==> src/sv/mlfs_pkg.sv <==
// ----------------------------------------------------------------------------
// mlfs_pkg
// Shared constants, codes and types of the marker/length frame splitter.
// ----------------------------------------------------------------------------
package mlfs_pkg;

	localparam int unsigned DataW   = 8;
	localparam int unsigned LenW    = 15;
	localparam int unsigned HdrLenW = 16;

	localparam logic [DataW-1:0] StartMarker  = 8'h80;
	localparam logic [LenW-1:0]  MinLength    = 15'd3;
	localparam logic [LenW-1:0]  MaxLenReset  = 15'd1024;

	// result kind
	localparam logic KIND_PAYLOAD = 1'b0;
	localparam logic KIND_ERROR   = 1'b1;

	// error codes
	localparam logic ERR_BAD_MARKER = 1'b0;
	localparam logic ERR_LENGTH     = 1'b1;

	typedef struct packed {
		logic             kind;
		logic             error_code;
		logic [DataW-1:0] payload_byte;
		logic [LenW-1:0]  frame_length;
		logic             last_byte;
	} result_t;

	// handoff from input register to parser
	typedef struct packed {
		logic             fire;
		logic [DataW-1:0] data;
	} step_t;

endpackage

==> src/sv/mlfs_ifs.sv <==
// ----------------------------------------------------------------------------
// mlfs interfaces
// Valid/ready channels for received bytes and for result words.
// ----------------------------------------------------------------------------
interface mlfs_byte_if;
	import mlfs_pkg::*;

	logic             valid;
	logic             ready;
	logic [DataW-1:0] data_byte;

	modport source (output valid, output data_byte, input ready);
	modport sink   (input valid, input data_byte, output ready);
endinterface

interface mlfs_result_if;
	import mlfs_pkg::*;

	logic             valid;
	logic             ready;
	logic             kind;
	logic             error_code;
	logic [DataW-1:0] payload_byte;
	logic [LenW-1:0]  frame_length;
	logic             last_byte;

	modport source (output valid, output kind, output error_code, output payload_byte,
		output frame_length, output last_byte, input ready);
	modport sink   (input valid, input kind, input error_code, input payload_byte,
		input frame_length, input last_byte, output ready);
endinterface

==> src/sv/mlfs_in_reg.sv <==
// ----------------------------------------------------------------------------
// mlfs_in_reg
// Input register: capture one byte word, release it when the result side moves.
// ----------------------------------------------------------------------------
module mlfs_in_reg (
	input  logic           clk,
	input  logic           arst_n,
	mlfs_byte_if.sink      byte_in,
	input  logic           can_take,
	output mlfs_pkg::step_t step
);
	import mlfs_pkg::*;

	logic             valid_s1;
	logic [DataW-1:0] data_s1;
	logic             accept;

	assign byte_in.ready = !valid_s1 || can_take;
	assign accept        = byte_in.valid && byte_in.ready;
	assign step.fire     = valid_s1 && can_take;
	assign step.data     = data_s1;

	always_ff @(posedge clk or negedge arst_n) begin
		if (!arst_n) begin
			valid_s1 <= 1'b0;
		end else if (accept) begin
			valid_s1 <= 1'b1;
		end else if (can_take) begin
			valid_s1 <= 1'b0;
		end
	end

	always_ff @(posedge clk) begin
		if (accept) begin
			data_s1 <= byte_in.data_byte;
		end
	end

endmodule

==> src/sv/mlfs_parse.sv <==
// ----------------------------------------------------------------------------
// mlfs_parse
// Frame state machine: hunt marker, take length, check it, pass payload.
// ----------------------------------------------------------------------------
module mlfs_parse (
	input  logic                      clk,
	input  logic                      arst_n,
	input  logic                      cfg_we,
	input  logic [mlfs_pkg::LenW-1:0] cfg_data,
	input  mlfs_pkg::step_t           step,
	output logic                      res_valid,
	output mlfs_pkg::result_t         res
);
	import mlfs_pkg::*;

	typedef enum logic [1:0] {
		PH_HUNT    = 2'd0,
		PH_LEN_LO  = 2'd1,
		PH_LEN_HI  = 2'd2,
		PH_PAYLOAD = 2'd3
	} phase_t;

	phase_t             phase_q, phase_d;
	logic [DataW-1:0]   len_lo_q, len_lo_d;
	logic [HdrLenW-1:0] cur_len_q, cur_len_d;
	logic [LenW-1:0]    remaining_q, remaining_d;
	logic [LenW-1:0]    max_len_q;
	logic [LenW-1:0]    rem_base;
	logic [LenW-1:0]    rem_next;
	logic               len_bad;

	// signed length: negative, too short or above the limit
	assign len_bad = cur_len_q[HdrLenW-1] || (cur_len_q[LenW-1:0] < MinLength) ||
		(cur_len_q[LenW-1:0] > max_len_q);
	assign rem_base = (remaining_q == '0) ? cur_len_q[LenW-1:0] : remaining_q;
	assign rem_next = rem_base - LenW'(1);

	always_comb begin
		phase_d     = phase_q;
		len_lo_d    = len_lo_q;
		cur_len_d   = cur_len_q;
		remaining_d = remaining_q;
		res_valid   = 1'b0;
		res         = '0;
		case (phase_q)
			PH_HUNT: begin
				if (step.data != StartMarker) begin
					res_valid      = 1'b1;
					res.kind       = KIND_ERROR;
					res.error_code = ERR_BAD_MARKER;
				end else begin
					phase_d = PH_LEN_LO;
				end
			end
			PH_LEN_LO: begin
				len_lo_d = step.data;
				phase_d  = PH_LEN_HI;
			end
			PH_LEN_HI: begin
				cur_len_d   = {step.data, len_lo_q};
				remaining_d = '0;
				phase_d     = PH_PAYLOAD;
			end
			PH_PAYLOAD: begin
				res_valid = 1'b1;
				if ((remaining_q == '0) && len_bad) begin
					res.kind       = KIND_ERROR;
					res.error_code = ERR_LENGTH;
					remaining_d    = '0;
					phase_d        = PH_HUNT;
				end else begin
					res.kind         = KIND_PAYLOAD;
					res.payload_byte = step.data;
					res.frame_length = cur_len_q[LenW-1:0];
					res.last_byte    = (rem_next == '0);
					remaining_d      = rem_next;
					if (rem_next == '0) begin
						phase_d = PH_HUNT;
					end
				end
			end
			default: begin
				phase_d = PH_HUNT;
			end
		endcase
	end

	always_ff @(posedge clk or negedge arst_n) begin
		if (!arst_n) begin
			phase_q     <= PH_HUNT;
			len_lo_q    <= '0;
			cur_len_q   <= '0;
			remaining_q <= '0;
			max_len_q   <= MaxLenReset;
		end else begin
			if (cfg_we) begin
				max_len_q <= cfg_data;
			end
			if (step.fire) begin
				phase_q     <= phase_d;
				len_lo_q    <= len_lo_d;
				cur_len_q   <= cur_len_d;
				remaining_q <= remaining_d;
			end
		end
	end

	a_rem_below_len: assert property (@(posedge clk) disable iff (!arst_n)
		(remaining_q != '0) |-> (remaining_q < cur_len_q[LenW-1:0]))
		else $error("remaining count not below frame length");

	a_last_returns_hunt: assert property (@(posedge clk) disable iff (!arst_n)
		(step.fire && res_valid && (res.kind == KIND_PAYLOAD) && res.last_byte)
		|=> (phase_q == PH_HUNT))
		else $error("last payload word did not return to hunt");

	a_payload_len_min: assert property (@(posedge clk) disable iff (!arst_n)
		(step.fire && res_valid && (res.kind == KIND_PAYLOAD))
		|-> (res.frame_length >= MinLength))
		else $error("payload passed with short frame length");

endmodule

==> src/sv/mlfs_out_reg.sv <==
// ----------------------------------------------------------------------------
// mlfs_out_reg
// Result register: hold one result word until the sink takes it.
// ----------------------------------------------------------------------------
module mlfs_out_reg (
	input  logic              clk,
	input  logic              arst_n,
	input  logic              fire,
	input  logic              res_valid,
	input  mlfs_pkg::result_t res,
	output logic              can_take,
	mlfs_result_if.source     result_out
);
	import mlfs_pkg::*;

	logic    valid_s2;
	result_t res_s2;

	assign can_take = !valid_s2 || result_out.ready;

	always_ff @(posedge clk or negedge arst_n) begin
		if (!arst_n) begin
			valid_s2 <= 1'b0;
		end else if (can_take) begin
			valid_s2 <= fire && res_valid;
		end
	end

	always_ff @(posedge clk) begin
		if (can_take) begin
			res_s2 <= res;
		end
	end

	assign result_out.valid        = valid_s2;
	assign result_out.kind         = res_s2.kind;
	assign result_out.error_code   = res_s2.error_code;
	assign result_out.payload_byte = res_s2.payload_byte;
	assign result_out.frame_length = res_s2.frame_length;
	assign result_out.last_byte    = res_s2.last_byte;

endmodule

==> src/sv/marker_length_frame_splitter_unit.sv <==
// ----------------------------------------------------------------------------
// marker_length_frame_splitter_unit
// Splits a byte stream into marker/length-prefixed frames.
// ----------------------------------------------------------------------------
// The unit takes one byte word per cycle while results are taken, and each
// result passes input register, parse logic and result register in turn.
// A frame is the start marker 0x80, a signed 16-bit length sent low byte
// first, and that many payload bytes. Header bytes give no result. Each
// payload byte comes out with the frame length and a last mark on the final
// byte. A byte other than the marker while hunting gives a bad-marker error
// word at once. The length is checked on the first payload byte: it must be
// at least 3 and at most max_payload_length (negative lengths fail); on
// failure that byte is dropped and a length error word is sent instead.
// After any error the unit hunts for a marker again. The sustained rate is
// one byte per cycle while the sink is ready, set by the state update between
// the two registers; the input side keeps taking bytes while a result
// waits, until both registers are full. Write max_payload_length (reset
// 1024) through cfg_we/cfg_data only while the unit is idle.
// ----------------------------------------------------------------------------
module marker_length_frame_splitter_unit (
	input  logic                      clk,
	input  logic                      arst_n,
	input  logic                      cfg_we,
	input  logic [mlfs_pkg::LenW-1:0] cfg_data,
	mlfs_byte_if.sink                 byte_in,
	mlfs_result_if.source             result_out
);
	import mlfs_pkg::*;

	step_t   step;
	logic    can_take;
	logic    res_valid;
	result_t res;

	// hold the incoming byte word until the result side can move
	mlfs_in_reg u_in_reg (
		.clk      (clk),
		.arst_n   (arst_n),
		.byte_in  (byte_in),
		.can_take (can_take),
		.step     (step)
	);

	// advance the frame state and build the result word
	mlfs_parse u_parse (
		.clk       (clk),
		.arst_n    (arst_n),
		.cfg_we    (cfg_we),
		.cfg_data  (cfg_data),
		.step      (step),
		.res_valid (res_valid),
		.res       (res)
	);

	// hold the result word; drop header bytes, which give no result
	mlfs_out_reg u_out_reg (
		.clk        (clk),
		.arst_n     (arst_n),
		.fire       (step.fire),
		.res_valid  (res_valid),
		.res        (res),
		.can_take   (can_take),
		.result_out (result_out)
	);

endmodule
==> src/flat_wrapper.sv <==
// flat-port wrapper written by rule: the top's interface ports become plain ports
module marker_length_frame_splitter_unit_flat import mlfs_pkg::*;
  (clk, arst_n, cfg_we, cfg_data, byte_in_valid, byte_in_data_byte, byte_in_ready, result_out_valid, result_out_kind, result_out_error_code, result_out_payload_byte, result_out_frame_length, result_out_last_byte, result_out_ready);
  mlfs_byte_if byte_in_i ();
  mlfs_result_if result_out_i ();
  input  logic clk;
  input  logic arst_n;
  input  logic cfg_we;
  input  logic [mlfs_pkg::LenW-1:0] cfg_data;
  input wire logic [$bits(byte_in_i.valid)-1:0] byte_in_valid;
  input wire logic [$bits(byte_in_i.data_byte)-1:0] byte_in_data_byte;
  output wire logic [$bits(byte_in_i.ready)-1:0] byte_in_ready;
  output wire logic [$bits(result_out_i.valid)-1:0] result_out_valid;
  output wire logic [$bits(result_out_i.kind)-1:0] result_out_kind;
  output wire logic [$bits(result_out_i.error_code)-1:0] result_out_error_code;
  output wire logic [$bits(result_out_i.payload_byte)-1:0] result_out_payload_byte;
  output wire logic [$bits(result_out_i.frame_length)-1:0] result_out_frame_length;
  output wire logic [$bits(result_out_i.last_byte)-1:0] result_out_last_byte;
  input wire logic [$bits(result_out_i.ready)-1:0] result_out_ready;
  assign byte_in_i.valid = byte_in_valid;
  assign byte_in_i.data_byte = byte_in_data_byte;
  assign byte_in_ready = byte_in_i.ready;
  assign result_out_valid = result_out_i.valid;
  assign result_out_kind = result_out_i.kind;
  assign result_out_error_code = result_out_i.error_code;
  assign result_out_payload_byte = result_out_i.payload_byte;
  assign result_out_frame_length = result_out_i.frame_length;
  assign result_out_last_byte = result_out_i.last_byte;
  assign result_out_i.ready = result_out_ready;
  marker_length_frame_splitter_unit u_core (.clk(clk), .arst_n(arst_n), .cfg_we(cfg_we), .cfg_data(cfg_data), .byte_in(byte_in_i), .result_out(result_out_i));
endmodule
==> config.mk <==
export PLATFORM = sky130hd
export DESIGN_NAME = marker_length_frame_splitter_unit_flat
export DESIGN_NICKNAME = d
export VERILOG_FILES = /design/src/sv/mlfs_pkg.sv /design/src/sv/mlfs_ifs.sv /design/src/sv/mlfs_in_reg.sv /design/src/sv/mlfs_parse.sv /design/src/sv/mlfs_out_reg.sv /design/src/sv/marker_length_frame_splitter_unit.sv /design/src/flat_wrapper.sv
export SDC_FILE = /design/constraint.sdc
export NUM_CORES = 1
export LEC_CHECK = 0
export ABC_AREA = 0
export ABC_CLOCK_PERIOD_IN_PS = 3400
export BUFFER_PORTS_ARGS = -buffer_cell sky130_fd_sc_hd__buf_2
export CAP_MARGIN = 20
export CORE_ASPECT_RATIO = 2
export CORE_MARGIN = 4
export CORE_UTILIZATION = 40
export CTS_CLUSTER_DIAMETER = 80
export DETAILED_ROUTE_END_ITERATION = 6
export GPL_TIMING_DRIVEN = 0
export RECOVER_POWER = 50
export SLEW_MARGIN = 20
export SYNTH_ARGS = -nofsm -noshare
export SYNTH_HDL_FRONTEND = slang
export SYNTH_SLANG_ARGS = --single-unit
==> constraint.sdc <==
create_clock -name clk -period 3.4 [get_ports clk]
set_input_delay 0.34 -clock clk [delete_from_list [all_inputs] [get_ports clk]]
set_output_delay 0.34 -clock clk [all_outputs]
set_load 0.1 [all_outputs]
==> flow_summary.toml <==
[outcome]
status = "finished with violations"
violations = "capacitance limit"

[floorplan]
initial_core_util = 0.408
die_h_um = 160
fp.dieArea_mm2 = 0.0135
rows = 55
core-area_mm2 = 0.0114
num_io_pins = 56
die_w_um = 84.1

[worst_setup_path]
endpoint_kind = "register"
path_buf_inv = 0
path_class = "register to register"
cpPeakStageDelay_ns = 0.57
required_ns = 3.63
worstPathArrival_ns = 3.60
slowest_stage = "a311oi_2"
ff2ff_setup_slack_ns = 0.03
worstSetupEndpoint = "u_core.u_parse.phase_q[1]"
path_depth = 9
path_max_fanout = 5
r2r-end = "u_core.u_parse.phase_q[1]"
reg2reg_depth = 9
setup.worst_path.start_class = "register"
crit-reg2reg-launch = "u_core.u_parse.cur_len_q[5]"
critPathLaunch = "u_core.u_parse.cur_len_q[5]"
critPathTopFamily = "simple AND/OR/NAND/NOR gates"
path_cells = "nor2_1, nor3_1, a311oi_2, and2_4, xnor2_1, or4_4, nor4_4, o21ai_2, mux2_4"

[sta]
holdWs_ns = 0.166
finalHoldViolations = 0
fin_skew_ns = 0.00830
finalCritPeriodShare = 0.991
fmax_mhz = 297
final_max_slew_viol_count = 0
setup_ws_ns = 0.0289
finalWorstPathRequiredPeriod_ns = 3.37
setup_viol = 0
relSlewSlack = 0.00300
tightest_slew_ns = 1.50

[grt]
antenna_found_initial = 0
grt_pass1_wl_um = 20700
grt_pass1_vias = 3792
grt_max_degree = 59
grt_overflow = 0
grtUsageTotal = 0.201

[routing]
drt-met1-wl_um = 4550
drc = 0
dr.max_layer_used = "met4"
first_iter_violations = 217
wl_per_cell_um = 20.7
drt-total-wl_um = 13300
vias_per_cell = 5.64
via_count = 3629
route.met2.wl_um = 7130
dr_wl_met3_um = 533
dr.pass1.iters = 5
postRouteAntennaNets = 0

[yosys]
yosysSeqAreaShare = 0.534
avgSynthCellArea_um2 = 11.2
syn_area_mm2 = 0.00463
yosys-top-cells-area = "dfrtp_1 31%, edfxtp_1 22%, mux2_2 6.1%"
async_flop_share = 0.630
syn-num-nets = 461
synth_enable_flop_cells = 34
synth_cells = 412
yosysUniqueCellTypes = 61
synthFlopType = "dfrtp_1"
synthDominantCellAreaShare = 0.308
yosys.area.top_type = "dfrtp_1"
yosys_warnings = 0
synth-seq-cells = 92

[placement]
portBuffers = 54
hpwl_um = 9470
pre_cts_ws_ns = -1.07
gp_congestion = 0.925

[final_layout]
diodes = 0
syn2layout_area_growth_pct = 24.3
drive_gt1_frac = 0.329
final_nets = 545
fin_util = 0.507

[clocking]
clock_path_buffers = 2
numClockSinks = 92
cts_tree = "built"
htreeDepth = 3
clk_pin_slew_ns = 0.07
hold_buffers = 0
cts_root_buf = "clkbuf_16"
clk_latency_ns = 0.34
cts_buffers = 9

[job]
maxCapViolCount = 1

[min_path]
hold_class = "input pin to register"
==> logic make-up (layout without fill, tap and decap cells) <==
family	count (synthesis)	in the layout	share of synthesized area
AOI/OAI and AO/OA	85	85	0.122
xor gates and xnor gates	5	5	0.00945
adders and majority gates	21	21	0.0567
buffers and inverters	31	120	0.0267
DFF	92	92	0.534
muxes	29	29	0.0705
and+or+nand+nor	149	149	0.180
==> cells in the final DEF (no fill, tap or decap), types with 21 or more instances in the layout <==
cell type	n
nand2_1	37
buf_2	53
edfxtp_1	34
mux2_2	25
o21ai_0	34
and2_1	24
nor2_1	21
dfrtp_1	46
==> worst min path at each step <==
| stage | startpoint | end | slack [ns] | cells after the start |
|---|---|---|---|---|
| final | byte_in_data_byte[2] | u_core.u_in_reg.data_s1[2] | 0.17 | 1 |
| after global routing | byte_in_data_byte[7] | u_core.u_in_reg.data_s1[7] | 0.16 | 1 |
| after CTS | arst_n | u_core.u_parse.max_len_q[6] | 0.1 | 1 |
| after detailed placement | arst_n | u_core.u_parse.max_len_q[6] | 0.46 | 1 |
| after global placement | u_core.u_parse.len_lo_q[7] | u_core.u_parse.cur_len_q[7] | 0.48 | 1 |
| after floorplan | arst_n | u_core.u_in_reg.valid_s1 | 0.04 | 0 |
==> repair_timing <==
item / 4_1_cts / 5_1_grt
setup buffers: 10 / 8
gates resized for setup: 29 / 22
pin swaps: 8 / 16
setup endpoints to repair: 37 / 9
==> state kept, by name, indices dropped and copies added (netlist names), 2 cells and up <==
register                                  count
u_core.u_parse.cur_len_q                     16
u_core.u_out_reg.result_out.frame_length     15
u_core.u_parse.max_len_q                     15
u_core.u_parse.remaining_q                   15
u_core.u_in_reg.data_s1                       8
u_core.u_out_reg.result_out.payload_byte      8
u_core.u_parse.len_lo_q                       8
u_core.u_parse.phase_q                        2
==> per-layer routing <==
layer  track usage  up-vias
met2         0.365      142
met3        0.0263       60
met1         0.205     1752
met4         0.144        0
li1              -     1675
met5             0        -
==> synthesized netlist by cell type, types with 2 or more instances <==
| cell type | n |
|---|---|
| xnor2_1 | 5 |
| nor4_1 | 6 |
| a31oi_1 | 4 |
| and2_1 | 25 |
| or4_4 | 2 |
| dfrtp_1 | 57 |
| nand3_1 | 5 |
| o21ai_0 | 35 |
| edfxtp_1 | 34 |
| a211oi_1 | 2 |
| a21boi_0 | 4 |
| a41oi_1 | 2 |
| o31ai_1 | 2 |
| nand2_1 | 38 |
| nor2_1 | 22 |
| inv_1 | 20 |
| ha_1 | 21 |
| a21oi_1 | 12 |
| and3_1 | 3 |
| nor3_1 | 7 |
| nor3b_1 | 2 |
| a21o_1 | 2 |
| nand4_1 | 5 |
| a22o_1 | 5 |
| nor2b_1 | 3 |
| or4_1 | 5 |
| o211ai_1 | 4 |
| mux2_2 | 25 |
| nor4b_1 | 3 |
| clkbuf_1 | 7 |
| buf_2 | 2 |
| or3_1 | 3 |
| o2bb2ai_1 | 4 |
| mux2i_1 | 3 |
| nor3_2 | 2 |
| nand2b_1 | 6 |
==> layout make-up <==
class,instances,area [um2]
Timing Repair Buffer,73,413
Buffer,11,70.1
Fill cell,1047,5600
Tap cell,142,178
Multi-Input combinational cell,289,2210
Sequential cell,92,2490
Clock inverter,6,95.1
Inverter,20,75.1
Clock buffer,10,229
==> stage by stage <==
step	setup TNS [ns]	cell area [um2]	std cells
after global placement	-10.49	5080	608
after floorplan	0	4630	412
after detailed placement	-9.80	5090	609
final	0	5760	643
after global routing	-0.0894	5760	643
after CTS	0	5600	635
Power is left out: the tool's default activity adds up to more than one toggle a clock period on the data nets, which glitch-free logic cannot reach.
